==> src/rtl/txu_pkg.sv <==
// txu_pkg: shared types and constants for the toy isa execute unit
// payload structs, opcode and state enums, controller command and status structs
// no dependencies
package txu_pkg;

    localparam int REG_COUNT_DEF  = 16;
    localparam int DATA_WIDTH_DEF = 32;
    localparam int FIELD_IDX_W    = 4;
    localparam int IMM_W          = 8;
    localparam int LINE_COUNT_W   = 9;
    localparam int STORE_W        = 32;
    localparam logic [LINE_COUNT_W-1:0] LINE_COUNT_RST = 9'd256;

    typedef enum logic [3:0] {
        OP_SET   = 4'd0,
        OP_JUMP  = 4'd1,
        OP_STORE = 4'd2,
        OP_ADD   = 4'd3,
        OP_SUB   = 4'd4,
        OP_MOD   = 4'd5,
        OP_POW   = 4'd6,
        OP_JEQ   = 4'd7,
        OP_JLT   = 4'd8
    } t_kind;

    typedef struct packed {
        logic [3:0]             kind;
        logic [FIELD_IDX_W-1:0] reg_a;
        logic [FIELD_IDX_W-1:0] reg_b;
        logic [FIELD_IDX_W-1:0] reg_c;
        logic [IMM_W-1:0]       immediate;
    } t_in;

    typedef struct packed {
        logic                      status;
        logic                      jump_taken;
        logic [IMM_W-1:0]          jump_line;
        logic                      store_valid;
        logic signed [STORE_W-1:0] store_value;
    } t_out;

    typedef enum logic [2:0] {
        ST_IDLE,
        ST_EXEC,
        ST_DIV,
        ST_DIV_WR,
        ST_POW_CHK,
        ST_POW_MUL,
        ST_POW_WR,
        ST_EMIT
    } t_state;

    typedef struct packed {
        logic load;
        logic exec;
        logic div_start;
        logic div_step;
        logic div_write;
        logic pow_start;
        logic mul_start;
        logic pow_step;
        logic pow_write;
        logic out_load;
    } t_ctl_cmd;

    typedef struct packed {
        logic op_mod;
        logic op_pow;
        logic div_last;
        logic pow_zero;
        logic mul_done;
        logic out_free;
    } t_ctl_sts;

endpackage

==> src/rtl/txu_mul.sv <==
// txu_mul: truncating multiplier, consumes the second operand in chunks
// one chunk per cycle, low DATA_WIDTH bits of the product, done pulse at the end
// depends on nothing outside this file
module txu_mul #(
    parameter int DATA_WIDTH = 32
) (
    input  logic                  i_clk,
    input  logic                  i_rst_n,
    input  logic                  i_start,
    input  logic [DATA_WIDTH-1:0] i_x,
    input  logic [DATA_WIDTH-1:0] i_y,
    output logic                  o_done,
    output logic [DATA_WIDTH-1:0] o_p
);
    localparam int CW    = (DATA_WIDTH <= 32) ? DATA_WIDTH : 16;
    localparam int STEPS = (DATA_WIDTH + CW - 1) / CW;
    localparam int CNT_W = $clog2(STEPS + 1);

    logic [DATA_WIDTH-1:0]    r_x;
    logic [DATA_WIDTH-1:0]    r_y;
    logic [DATA_WIDTH-1:0]    r_p;
    logic [CNT_W-1:0]         r_cnt;
    logic                     r_busy;
    logic                     r_done;
    logic [DATA_WIDTH+CW-1:0] pp;

    assign pp = {{CW{1'b0}}, r_x} * {{DATA_WIDTH{1'b0}}, r_y[CW-1:0]};

    always_ff @(posedge i_clk) begin
        if (!i_rst_n) begin
            r_busy <= 1'b0;
            r_done <= 1'b0;
        end else begin
            r_done <= 1'b0;
            if (i_start) begin
                r_busy <= 1'b1;
            end else if (r_busy && r_cnt == CNT_W'(STEPS - 1)) begin
                r_busy <= 1'b0;
                r_done <= 1'b1;
            end
        end
    end

    always_ff @(posedge i_clk) begin
        if (i_start) begin
            r_x   <= i_x;
            r_y   <= i_y;
            r_p   <= '0;
            r_cnt <= '0;
        end else if (r_busy) begin
            r_p   <= r_p + pp[DATA_WIDTH-1:0];
            r_x   <= r_x << CW;
            r_y   <= r_y >> CW;
            r_cnt <= r_cnt + 1'b1;
        end
    end

    assign o_done = r_done;
    assign o_p    = r_p;

endmodule

==> src/rtl/txu_datapath.sv <==
// txu_datapath: register file, instruction registers, divider, power loop, output beat
// follows commands from txu_ctrl and reports status back
// depends on txu_pkg and txu_mul
module txu_datapath #(
    parameter int REG_COUNT  = 16,
    parameter int DATA_WIDTH = 32
) (
    input  logic                                  i_clk,
    input  logic                                  i_rst_n,
    input  txu_pkg::t_in                          i_in,
    input  logic                                  i_cfg_wr_en,
    input  logic [txu_pkg::LINE_COUNT_W-1:0]      i_cfg_wr_data,
    input  txu_pkg::t_ctl_cmd                     i_cmd,
    output txu_pkg::t_ctl_sts                     o_sts,
    input  logic                                  i_stall,
    output logic                                  o_valid,
    output txu_pkg::t_out                         o_out
);
    import txu_pkg::*;

    localparam int IDX_W   = $clog2(REG_COUNT);
    localparam int DCNT_W  = $clog2(DATA_WIDTH);
    localparam logic [DATA_WIDTH-1:0] ONE = DATA_WIDTH'(1);

    function automatic logic [IDX_W-1:0] f_idx(input logic [FIELD_IDX_W-1:0] i);
        int v;
        v = int'(i);
        for (int k = 0; k < 4; k++) begin
            if (v >= REG_COUNT) begin
                v = v - REG_COUNT;
            end
        end
        return IDX_W'(v);
    endfunction

    // register file
    logic [DATA_WIDTH-1:0] r_mem [REG_COUNT];
    logic [REG_COUNT-1:0]  r_vld;
    logic                  wr_en;
    logic [IDX_W-1:0]      wr_idx;
    logic [DATA_WIDTH-1:0] wr_data;
    logic [IDX_W-1:0]      rd_ia;
    logic [IDX_W-1:0]      rd_ib;

    // instruction and operands
    logic [3:0]              r_kind;
    logic [FIELD_IDX_W-1:0]  r_ra;
    logic [IDX_W-1:0]        r_ia;
    logic [IDX_W-1:0]        r_ic;
    logic [IMM_W-1:0]        r_imm;
    logic [DATA_WIDTH-1:0]   r_rd_a;
    logic [DATA_WIDTH-1:0]   r_rd_b;
    logic                    r_halted;
    logic [LINE_COUNT_W-1:0] r_line_count;
    t_out                    r_res;
    t_out                    n_res;

    // divider
    logic [DATA_WIDTH-1:0] r_rem;
    logic [DATA_WIDTH-1:0] r_q;
    logic [DATA_WIDTH-1:0] r_den;
    logic                  r_neg;
    logic [DCNT_W-1:0]     r_dcnt;
    logic [DATA_WIDTH:0]   rem_sh;
    logic [DATA_WIDTH-1:0] div_res;

    // power
    logic [DATA_WIDTH-1:0] r_acc;
    logic [DATA_WIDTH-1:0] r_sq;
    logic [DATA_WIDTH-1:0] r_ex;
    logic [DATA_WIDTH-1:0] p_acc;
    logic [DATA_WIDTH-1:0] p_sq;
    logic                  done_acc;
    logic                  done_sq;

    // output beat
    logic r_out_valid;
    t_out r_out;

    // exec decode
    logic                  bad_idx;
    logic                  fail;
    logic                  wr_ex;
    logic [IDX_W-1:0]      wr_ex_idx;
    logic [DATA_WIDTH-1:0] wr_ex_data;
    logic                  cond;

    assign rd_ia = f_idx(i_in.reg_a);
    assign rd_ib = f_idx(i_in.reg_b);

    always_ff @(posedge i_clk) begin
        if (wr_en) begin
            r_mem[wr_idx] <= wr_data;
        end
        if (i_cmd.load) begin
            r_rd_a <= r_vld[rd_ia] ? r_mem[rd_ia] : ((rd_ia == IDX_W'(1)) ? ONE : '0);
            r_rd_b <= r_vld[rd_ib] ? r_mem[rd_ib] : ((rd_ib == IDX_W'(1)) ? ONE : '0);
        end
    end

    always_ff @(posedge i_clk) begin
        if (!i_rst_n) begin
            r_vld        <= '0;
            r_halted     <= 1'b0;
            r_line_count <= LINE_COUNT_RST;
            r_out_valid  <= 1'b0;
        end else begin
            if (wr_en) begin
                r_vld[wr_idx] <= 1'b1;
            end
            if (i_cmd.exec && fail) begin
                r_halted <= 1'b1;
            end
            if (i_cfg_wr_en) begin
                r_line_count <= i_cfg_wr_data;
            end
            if (i_cmd.out_load) begin
                r_out_valid <= 1'b1;
            end else if (!i_stall) begin
                r_out_valid <= 1'b0;
            end
        end
    end

    always_ff @(posedge i_clk) begin
        if (i_cmd.load) begin
            r_kind <= i_in.kind;
            r_ra   <= i_in.reg_a;
            r_ia   <= rd_ia;
            r_ic   <= f_idx(i_in.reg_c);
            r_imm  <= i_in.immediate;
        end
        if (i_cmd.exec) begin
            r_res <= n_res;
        end
        if (i_cmd.out_load) begin
            r_out <= r_res;
        end
    end

    // instruction decode for the exec cycle
    always_comb begin
        bad_idx    = (r_ra <= FIELD_IDX_W'(1)) || (int'(r_ra) > REG_COUNT - 1);
        cond       = (r_kind == OP_JEQ) ? (r_rd_a == r_rd_b)
                                        : ($signed(r_rd_a) < $signed(r_rd_b));
        n_res      = '0;
        fail       = 1'b0;
        wr_ex      = 1'b0;
        wr_ex_idx  = r_ic;
        wr_ex_data = '0;
        if (r_halted) begin
            n_res.status = 1'b1;
        end else begin
            unique case (r_kind) inside
                OP_SET: begin
                    if (bad_idx) begin
                        fail = 1'b1;
                    end else begin
                        wr_ex      = 1'b1;
                        wr_ex_idx  = r_ia;
                        wr_ex_data = DATA_WIDTH'(r_imm);
                    end
                end
                OP_JUMP: begin
                    if ({1'b0, r_imm} > r_line_count) begin
                        fail = 1'b1;
                    end else begin
                        n_res.jump_taken = 1'b1;
                        n_res.jump_line  = r_imm;
                    end
                end
                OP_STORE: begin
                    if (bad_idx) begin
                        fail = 1'b1;
                    end else begin
                        n_res.store_valid = 1'b1;
                        n_res.store_value = STORE_W'(r_rd_a);
                    end
                end
                OP_ADD: begin
                    wr_ex      = 1'b1;
                    wr_ex_data = r_rd_a + r_rd_b;
                end
                OP_SUB: begin
                    wr_ex      = 1'b1;
                    wr_ex_data = r_rd_a - r_rd_b;
                end
                OP_MOD, OP_POW: begin
                end
                OP_JEQ, OP_JLT: begin
                    if (cond && ({1'b0, r_imm} <= r_line_count)) begin
                        n_res.jump_taken = 1'b1;
                        n_res.jump_line  = r_imm;
                    end
                end
                default: begin
                    fail = 1'b1;
                end
            endcase
            if (fail) begin
                n_res        = '0;
                n_res.status = 1'b1;
            end
        end
    end

    // restoring division on magnitudes
    assign rem_sh  = {r_rem, r_q[DATA_WIDTH-1]};
    assign div_res = (r_den == '0) ? '0 : (r_neg ? ('0 - r_rem) : r_rem);

    always_ff @(posedge i_clk) begin
        if (i_cmd.div_start) begin
            r_q    <= r_rd_a[DATA_WIDTH-1] ? ('0 - r_rd_a) : r_rd_a;
            r_den  <= r_rd_b[DATA_WIDTH-1] ? ('0 - r_rd_b) : r_rd_b;
            r_neg  <= r_rd_a[DATA_WIDTH-1];
            r_rem  <= '0;
            r_dcnt <= '0;
        end else if (i_cmd.div_step) begin
            if (rem_sh >= {1'b0, r_den}) begin
                r_rem <= DATA_WIDTH'(rem_sh - {1'b0, r_den});
            end else begin
                r_rem <= rem_sh[DATA_WIDTH-1:0];
            end
            r_q    <= r_q << 1;
            r_dcnt <= r_dcnt + 1'b1;
        end
    end

    // square and multiply, exponent bits from the bottom
    txu_mul #(
        .DATA_WIDTH (DATA_WIDTH)
    ) u_mul_acc (
        .i_clk   (i_clk),
        .i_rst_n (i_rst_n),
        .i_start (i_cmd.mul_start),
        .i_x     (r_acc),
        .i_y     (r_sq),
        .o_done  (done_acc),
        .o_p     (p_acc)
    );

    txu_mul #(
        .DATA_WIDTH (DATA_WIDTH)
    ) u_mul_sq (
        .i_clk   (i_clk),
        .i_rst_n (i_rst_n),
        .i_start (i_cmd.mul_start),
        .i_x     (r_sq),
        .i_y     (r_sq),
        .o_done  (done_sq),
        .o_p     (p_sq)
    );

    always_ff @(posedge i_clk) begin
        if (i_cmd.pow_start) begin
            r_sq <= r_rd_a;
            if (r_rd_b[DATA_WIDTH-1]) begin
                // negative exponent: only bases of plus or minus one survive
                r_ex <= '0;
                if (r_rd_a == ONE) begin
                    r_acc <= ONE;
                end else if (r_rd_a == '1) begin
                    r_acc <= r_rd_b[0] ? '1 : ONE;
                end else begin
                    r_acc <= '0;
                end
            end else begin
                r_ex  <= r_rd_b;
                r_acc <= ONE;
            end
        end else if (i_cmd.pow_step) begin
            if (r_ex[0]) begin
                r_acc <= p_acc;
            end
            r_sq <= p_sq;
            r_ex <= r_ex >> 1;
        end
    end

    // register file write port
    always_comb begin
        wr_en   = (i_cmd.exec && wr_ex) || i_cmd.div_write || i_cmd.pow_write;
        wr_idx  = i_cmd.exec ? wr_ex_idx : r_ic;
        wr_data = i_cmd.div_write ? div_res : (i_cmd.pow_write ? r_acc : wr_ex_data);
    end

    always_comb begin
        o_sts          = '0;
        o_sts.op_mod   = !r_halted && (r_kind == OP_MOD);
        o_sts.op_pow   = !r_halted && (r_kind == OP_POW);
        o_sts.div_last = (r_dcnt == DCNT_W'(DATA_WIDTH - 1));
        o_sts.pow_zero = (r_ex == '0);
        o_sts.mul_done = done_acc && done_sq;
        o_sts.out_free = !r_out_valid || !i_stall;
    end

    assign o_valid = r_out_valid;
    assign o_out   = r_out;

endmodule

==> src/rtl/txu_ctrl.sv <==
// txu_ctrl: sequencing state machine for the execute unit
// drives datapath commands, reads datapath status
// depends on txu_pkg
module txu_ctrl (
    input  logic              i_clk,
    input  logic              i_rst_n,
    input  logic              i_valid,
    output logic              o_stall,
    output txu_pkg::t_ctl_cmd o_cmd,
    input  txu_pkg::t_ctl_sts i_sts
);
    import txu_pkg::*;

    t_state r_state;
    t_state n_state;

    always_ff @(posedge i_clk) begin
        if (!i_rst_n) begin
            r_state <= ST_IDLE;
        end else begin
            r_state <= n_state;
        end
    end

    always_comb begin
        n_state = r_state;
        o_cmd   = '0;
        o_stall = (r_state != ST_IDLE);
        unique case (r_state)
            ST_IDLE: begin
                if (i_valid) begin
                    o_cmd.load = 1'b1;
                    n_state    = ST_EXEC;
                end
            end
            ST_EXEC: begin
                o_cmd.exec = 1'b1;
                if (i_sts.op_mod) begin
                    o_cmd.div_start = 1'b1;
                    n_state         = ST_DIV;
                end else if (i_sts.op_pow) begin
                    o_cmd.pow_start = 1'b1;
                    n_state         = ST_POW_CHK;
                end else begin
                    n_state = ST_EMIT;
                end
            end
            ST_DIV: begin
                o_cmd.div_step = 1'b1;
                if (i_sts.div_last) begin
                    n_state = ST_DIV_WR;
                end
            end
            ST_DIV_WR: begin
                o_cmd.div_write = 1'b1;
                n_state         = ST_EMIT;
            end
            ST_POW_CHK: begin
                if (i_sts.pow_zero) begin
                    n_state = ST_POW_WR;
                end else begin
                    o_cmd.mul_start = 1'b1;
                    n_state         = ST_POW_MUL;
                end
            end
            ST_POW_MUL: begin
                if (i_sts.mul_done) begin
                    o_cmd.pow_step = 1'b1;
                    n_state        = ST_POW_CHK;
                end
            end
            ST_POW_WR: begin
                o_cmd.pow_write = 1'b1;
                n_state         = ST_EMIT;
            end
            ST_EMIT: begin
                if (i_sts.out_free) begin
                    o_cmd.out_load = 1'b1;
                    n_state        = ST_IDLE;
                end
            end
            default: begin
                n_state = ST_IDLE;
            end
        endcase
    end

endmodule

==> src/rtl/toy_isa_execute_unit.sv <==
// toy_isa_execute_unit: top level, executes one decoded instruction per beat
// depends on txu_pkg, txu_ctrl, txu_datapath, txu_mul
//
// input channel: i_valid / o_stall with payload i_in; a beat is taken when
// i_valid is high and o_stall is low. output channel: o_valid / i_stall with
// payload o_out, one result beat per input beat, in order.
// line_count is written through i_cfg_wr_en / i_cfg_wr_data by the user only
// while idle; the block itself does not enforce it. one instruction is in
// flight at a time; o_stall is low only between instructions. mod takes one
// quotient bit per cycle in the divider; pow steps through the bits of the
// exponent (none if negative) through the shared square/multiply pair.
// the output register holds one result, so the next beat is accepted while
// a result waits; a stalled receiver only holds back the following result.
// reset clears the register file (r1 reads as one), the halt flag, the
// output valid and sets line_count to 256; no clearing pass is needed.
module toy_isa_execute_unit #(
    parameter int REG_COUNT  = txu_pkg::REG_COUNT_DEF,
    parameter int DATA_WIDTH = txu_pkg::DATA_WIDTH_DEF
) (
    input  logic                             i_clk,
    input  logic                             i_rst_n,
    input  logic                             i_valid,
    output logic                             o_stall,
    input  txu_pkg::t_in                     i_in,
    output logic                             o_valid,
    input  logic                             i_stall,
    output txu_pkg::t_out                    o_out,
    input  logic                             i_cfg_wr_en,
    input  logic [txu_pkg::LINE_COUNT_W-1:0] i_cfg_wr_data
);
    import txu_pkg::*;

    t_ctl_cmd cmd;
    t_ctl_sts sts;

    txu_ctrl u_ctrl (
        .i_clk   (i_clk),
        .i_rst_n (i_rst_n),
        .i_valid (i_valid),
        .o_stall (o_stall),
        .o_cmd   (cmd),
        .i_sts   (sts)
    );

    txu_datapath #(
        .REG_COUNT  (REG_COUNT),
        .DATA_WIDTH (DATA_WIDTH)
    ) u_datapath (
        .i_clk         (i_clk),
        .i_rst_n       (i_rst_n),
        .i_in          (i_in),
        .i_cfg_wr_en   (i_cfg_wr_en),
        .i_cfg_wr_data (i_cfg_wr_data),
        .i_cmd         (cmd),
        .o_sts         (sts),
        .i_stall       (i_stall),
        .o_valid       (o_valid),
        .o_out         (o_out)
    );

endmodule

==> config.mk <==
export PLATFORM = sky130hd
export DESIGN_NAME = toy_isa_execute_unit
export DESIGN_NICKNAME = d
export VERILOG_FILES = /design/src/rtl/txu_pkg.sv /design/src/rtl/txu_mul.sv /design/src/rtl/txu_datapath.sv /design/src/rtl/txu_ctrl.sv /design/src/rtl/toy_isa_execute_unit.sv
export SDC_FILE = /design/constraint.sdc
export NUM_CORES = 2
export LEC_CHECK = 0
export BUFFER_PORTS_ARGS = -buffer_cell sky130_fd_sc_hd__buf_2
export CAP_MARGIN = 30
export CORE_MARGIN = 8
export CORE_UTILIZATION = 45
export CTS_CLUSTER_SIZE = 14
export DETAILED_ROUTE_END_ITERATION = 6
export PLACE_DENSITY_LB_ADDON = 0.05
export SYNTH_ARGS = -nofsm -noshare
export SYNTH_HDL_FRONTEND = slang
export SYNTH_SLANG_ARGS = --single-unit
==> constraint.sdc <==
create_clock -name i_clk -period 8.6 [get_ports i_clk]
set_input_delay 0 -clock i_clk [delete_from_list [all_inputs] [get_ports i_clk]]
set_output_delay 0 -clock i_clk [all_outputs]
set_load 0.02 [all_outputs]
Yosys cells after proc, flatten, opt, wreduce, memory -nomap -nowiden
Memories as Yosys holds them, arrays and structs flattened.
Cells that the tools add are included.
W data, S select, Z words.
{ "op_classes": {"reduce_logical": 38, "eq_ne": 26, "n_div": 0, "mul": 2, "mux": 92, "bitwise": 5, "addsub": 11, "shifts": 0, "magnitude_cmp": 9} }
{ "ops": {"columns": ["op", "n"], "rows": [
  ["$mux W32", 27],
  ["$add A32 B32 Y32", 3],
  ["$pmux W32 S3", 1],
  ["$sub A1 B32 Y32 const A", 3],
  ["$mux W33", 2],
  ["$logic_not A32 Y1", 2],
  ["$mul A32 B32 Y32", 2],
  ["$sub A32 B32 Y32", 2],
  ["$mux W31", 2],
  ["$mux W43", 1],
  ["$mux W1", 37],
  ["$ge A33 B32 Y1", 1],
  ["$eq A32 B1 Y1 const B", 1],
  ["$eq A32 B32 Y1", 1],
  ["$eq A32 B32 Y1 const B", 1],
  ["$lt A32 B32 Y1", 1],
  ["$pmux W3 S7", 1],
  ["$mux W9", 2],
  ["$pmux W9 S2", 1],
  ["$eq A4 B3 Y1 const B", 4],
  ["$mux W4", 4],
  ["$or A16 B16 Y16", 1],
  ["$lt A4 B5 Y1 const B", 3],
  ["$mux W3", 5],
  ["other kinds (35)", 75]
]} }
{ "totals": {"output_inout_bits": 45, "ramBits": 512, "mem_count": 1, "latch_bits": 0, "romBits": 0, "register_bits": 564, "input_bits": 38} }
{ "mem_list": {"columns": ["memory", "words", "width", "rd", "rd_ports_with_merged_regs", "wr", "line_no", "source"], "rows": [
  ["u_datapath.r_mem", 16, 32, 2, 0, 1, "txu_datapath.sv:37", "logic [DATA_WIDTH-1:0] r_mem [REG_COUNT];"]
]} }

Depth between registers and ports, before layout
{ "depth": {"word_depth": 10, "depth_mapped": 31, "ltp_nobuf": 29} }

Hierarchy
A second synthesis with hierarchy kept.
{ "unflattened": {"cells_unflattened": 7519, "area_unflattened_um2": 87491.4} }
{ "modules_own_cells": {"columns": ["mod", "n_inst", "seq_area_each_um2", "area_each_um2", "cells_per_inst"], "rows": [
  ["txu_datapath", 1, 26565.5, 46485.8, 3257],
  ["txu_mul (u_datapath.u_mul_sq)", 1, 2622.5, 20338.3, 2109],
  ["txu_mul (u_datapath.u_mul_acc)", 1, 2622.5, 20329.5, 2108],
  ["txu_ctrl", 1, 60.1, 337.8, 45]
]} }

Worst setup path before layout
Ideal clock, no wire load.
{ "synth_path": {"path_type": "reg-to-reg", "start": "register u_datapath.u_mul_sq.r_y[13]", "end": "register u_datapath.u_mul_sq.r_p[30] (netlist: u_datapath.u_mul_sq.o_p[30])", "stages_incl_launch_ff": 26, "n_path_buf": 2, "synth_period_minus_slack_ns": 7.277, "arrival_ns": 7.171, "setup_ns": 0.106, "path_slack_ns": 1.323, "cell_sequence": "edfxtp_1 -> clkbuf_1 -> clkbuf_1 -> and2_1 -> fa_1 -> fa_1 -> fa_1 -> inv_1 -> fa_1 -> inv_1 -> fa_1 -> fa_1 -> fa_1 -> inv_1 -> fa_1 -> inv_1 -> ha_1 -> and3_1 -> and3_1 -> nand4_1 -> o21ai_0 -> a211oi_1 -> o21bai_1 -> a21oi_1 -> or4b_2 -> o311ai_0"} }
{ "synth_between": {"elab_chain_len": 2} }
{ "synth_rtl": {"columns": ["item", "line_no", "source"], "rows": [
  ["start, declared", "txu_mul.sv:20", "logic [DATA_WIDTH-1:0] r_y;"],
  ["start signal, assigned", "txu_mul.sv:47", "r_y <= i_y;"],
  ["start signal, assigned", "txu_mul.sv:53", "r_y <= r_y >> CW;"],
  ["$mul A32 B32 Y32", "txu_mul.sv:27", "assign pp = {{CW{1'b0}}, r_x} * {{DATA_WIDTH{1'b0}}, r_y[CW-1:0]};"],
  ["$add A32 B32 Y32", "txu_mul.sv:51", "r_p <= r_p + pp[DATA_WIDTH-1:0];"],
  ["end signal, assigned", "txu_mul.sv:51", null],
  ["end, declared", "txu_mul.sv:21", "logic [DATA_WIDTH-1:0] r_p;"]
]} }
Every way passes these cells.
A chain may end at the register's enable or synchronous reset.

Worst setup path after layout
{ "layout_path": {"start": "register u_datapath.u_mul_sq.r_y[2]", "end": "register u_datapath.u_mul_sq.r_p[31] (netlist: u_datapath.u_mul_sq.o_p[31])"} }
Same word-level chain as after synthesis.

==> impl_metrics.toml <==
[route]
dr.first_iter.drc_count = 3847
wl_per_cell_um = 25.56
highest-signal-layer = "met5"
post-route-drc-count = 0
route.vias.total = 53480
route.layer.met1.wl_mm = 105.5
routed_wl_met2_mm = 124.5
detail-route-antenna-nets = 0
drtPass1Iterations = 5
vias_per_cell = 5.505
route.final.wire_length_mm = 248.4
met3WireLength_mm = 9.951

[global_routing]
global_route.usage.total_pct = 25.10
grt_pass1_wl_mm = 375.4
grt_antenna_before_repair = 3
first_global_vias = 57180
grt_start_max_net_pins = 134
grt-ovfl-total = 0

[clocking]
number_of_clock_sinks_seen_by_cts = 1074
cts.reportedPaths.clkPinSlew_ns = 0.07
worst_skew_pair.late_latency_ns = 0.76
clock-root-buffer = "sky130_fd_sc_hd__clkbuf_16"
cts_tree = "yes"
cts_buffer_depth = 3
ctsHtreeMaxLevel = 3
clock_buffers_created_by_tritoncts = 115

[critical_path]
criticalPathCategory = "flop to flop"
timing.critical_path.buf_inv = 5
crit_path_top_delay_cell = "sky130_fd_sc_hd__edfxtp_1"
cp_data_required_time_ns = 9.20
arrival_ns = 8.66
path_delay_family = "adder cells"
crit_chain = "inv_1, nor2_1, fa_1, fa_1, fa_1, inv_1, fa_1, inv_1, ha_1, ha_1, fa_1, inv_1, fa_1, inv_1, ha_1, a21bo_2, o31a_1, o21ai_0, nand3_1, o21ai_0, a31oi_1, o21ai_0, or3_1, o311ai_0"
crit_path_end_kind = "flop"
worst_path_maximum_fanout = 12
start_kind = "flop"
slowest_delay_ns = 0.76
critical_path.most_common_cell = "sky130_fd_sc_hd__fa_1"

[sta]
final.setup.worst_slack_ns = 0.5373
slew_headroom_pct = 30.94
finClkSkew_ns = 0.02898
hold_viol_final = 0
achievable-frequency_mhz = 124.0
post-route-period-util_pct = 93.75
final-setup-viol-count = 0
rsz0062_at_grt = "false"
max_slew.worst_pin.slew_ns = 1.036
layout_min_cycle_time_ns = 8.063
fin_setup_tns_ns = 0
timing_max_transition_violations_final = 0

[finish]
mostFrequentLayoutCells = "1,169 x sky130_fd_sc_hd__inv_1, 937 x sky130_fd_sc_hd__edfxtp_1, 837 x sky130_fd_sc_hd__fa_1"
layout.nets = 8403
finalNonFillerCells = 9716
drive_gt1_share_pct = 11.45
syn_to_final_growth_pct = 10.30
antennaDiodeCount = 0
layout.cells.most_common = "sky130_fd_sc_hd__inv_1"

[worst_hold_path]
hold_path_class = "input pin to flop"

[floorplan]
die_y_um = 444.6
initial_core_util_pct = 45.20
die_x_um = 444.6
coreArea_sq_um = 182900
io_pins = 83
die_area_sq_um = 197700
placement_rows = 157

[job]
timing.max_cap.violations = 0

[synthesis]
seq_area_frac_synth_pct = 37.35
mean_instance_size_in_the_synthesized_netlist_sq_um = 11.69
synth.cell_area_sq_um = 82670
syn_inst = 7074
synth.ff_latch_count = 1074
yosysWarningCount = 0
synthFlopType = "sky130_fd_sc_hd__edfxtp_1"
synth_enable_flop_cells = 937
ys_async_sr_fraction_pct = 0
netlist-cell-type-count = 81
mappedNetlistNets = 8321

[placed_design]
io_buffers = 82
pre_cts_ws_ns = 0.4096
last_weighted_congestion_value_of_the_routability_driven_placer = 0.9220
placed_cells = 9427
place.detailed.hpwl_mm = 182.5

[run_status]
run_status = "completed"
[state kept, by name, summed over array words and instances, names as in the netlist, 32 cells and up]
| signal | cells |
|---|---|
| u_datapath.o_out | 43 |
| u_datapath.r_acc | 32 |
| u_datapath.r_den | 32 |
| u_datapath.r_mem | 512 |
| u_datapath.r_q | 32 |
| u_datapath.r_rd_a | 32 |
| u_datapath.r_rd_b | 32 |
| u_datapath.r_rem | 32 |
| u_datapath.r_res | 43 |
| u_datapath.r_sq | 32 |
| u_datapath.u_mul_acc.o_p | 32 |
| u_datapath.u_mul_acc.r_x | 32 |
| u_datapath.u_mul_acc.r_y | 32 |
| u_datapath.u_mul_sq.o_p | 32 |
[metrics by stage]
stage          utilization [%]  hold slack (ns)  area, sq um
6_report                 49.86          0.02144        91180
5_1_grt                  49.86          0.01670        91180
4_1_cts                  49.80         0.005508        91080
3_5_place_dp             47.32           0.1781        86530
3_3_place_gp             47.17           0.1778        86260
2_1_floorplan                -          0.06194        82670
[Yosys cell counts, types with 19 or more instances]
cell type                     n  share of area (%)
sky130_fd_sc_hd__a21oi_1    171                1.0
sky130_fd_sc_hd__nand2b_1    28               0.21
sky130_fd_sc_hd__or2_2       19               0.14
sky130_fd_sc_hd__nand2_1    660                3.0
sky130_fd_sc_hd__inv_1     1169                5.3
sky130_fd_sc_hd__a211oi_1    29               0.26
sky130_fd_sc_hd__a31oi_1     21               0.16
sky130_fd_sc_hd__xor2_1     105                1.1
sky130_fd_sc_hd__dfxtp_1    137                3.3
sky130_fd_sc_hd__nor2_1     256                1.2
sky130_fd_sc_hd__o21a_1      23               0.21
sky130_fd_sc_hd__mux2i_1     77               0.93
sky130_fd_sc_hd__edfxtp_1   937                 34
sky130_fd_sc_hd__a21o_1      64               0.58
sky130_fd_sc_hd__clkbuf_1   316                1.4
sky130_fd_sc_hd__and2_1     514                3.9
sky130_fd_sc_hd__o21bai_1    22               0.20
sky130_fd_sc_hd__fa_1       837                 20
sky130_fd_sc_hd__o22ai_1     24               0.18
sky130_fd_sc_hd__nor3_1      37               0.22
sky130_fd_sc_hd__nand4_1     33               0.25
sky130_fd_sc_hd__nand3_1     33               0.20
sky130_fd_sc_hd__mux4_2     328                8.9
sky130_fd_sc_hd__xnor2_1    174                1.8
sky130_fd_sc_hd__o31ai_1     66               0.60
sky130_fd_sc_hd__buf_1       39               0.18
sky130_fd_sc_hd__or3_1       25               0.19
sky130_fd_sc_hd__ha_1       372                5.6
sky130_fd_sc_hd__o21ai_0    213                1.3
sky130_fd_sc_hd__nor2b_1     91               0.69
sky130_fd_sc_hd__nor4_1      34               0.26
sky130_fd_sc_hd__and3_1      21               0.16
[worst paths after layout]
path,start,end,depth (start not counted),slack [ns]
worst min-delay path,i_in[19],u_datapath.r_ra[3]$_DFFE_PP_,2,0.02
worst max-delay path,u_datapath.u_mul_sq.r_y[2]$_DFFE_PP_,u_datapath.u_mul_sq.o_p[31]$_SDFFE_PP0P_,24,0.54
worst min register to register,u_datapath.r_res[10]$_SDFFCE_PP0N_,u_datapath.o_out[10]$_DFFE_PP_,0,0.41
worst max register to register,u_datapath.u_mul_sq.r_y[2]$_DFFE_PP_,u_datapath.u_mul_sq.o_p[31]$_SDFFE_PP0P_,24,0.54
[repair_timing]
action | 4_1_cts | 5_1_grt
hold endpoints to repair | 99 | 0
setup buffers | 0 | 2
setup endpoints to repair | 0 | 1
gates resized for setup | 0 | 0
hold buffers | 70 | 0
[cell type report]
class,instances,area (sq um)
Multi-Input combinational cell,4473,46320
Timing Repair Buffer,322,2660
Tap cell,2464,3083
Fill cell,16380,91700
Clock buffer,145,3062
Sequential cell,1074,30880
Clock inverter,68,782.0
Inverter,1170,4392
[cell families after synthesis]
kind of cell / count (synthesis) / share of synthesized area, %
adder cells (fa/ha/maj): 1209 / 25.90
AO/OA/AOI/OAI: 783 / 6.133
AND/OR/NAND/NOR: 1791 / 10.77
flip-flops: 1074 / 37.35
XOR/XNOR: 279 / 2.956
multiplexers: 411 / 9.950
buffers and inverters: 1527 / 6.936
[metal layers]
layer  up-vias  global-route usage, %
met5         -                      0
met4         2                  7.889
met3       332                  2.460
met2      1288                  43.79
met1     27920                  33.27
li1      23950                      -
Power is left out: the tool's default activity adds up to more than one toggle a clock period on the data nets, which glitch-free logic cannot reach.
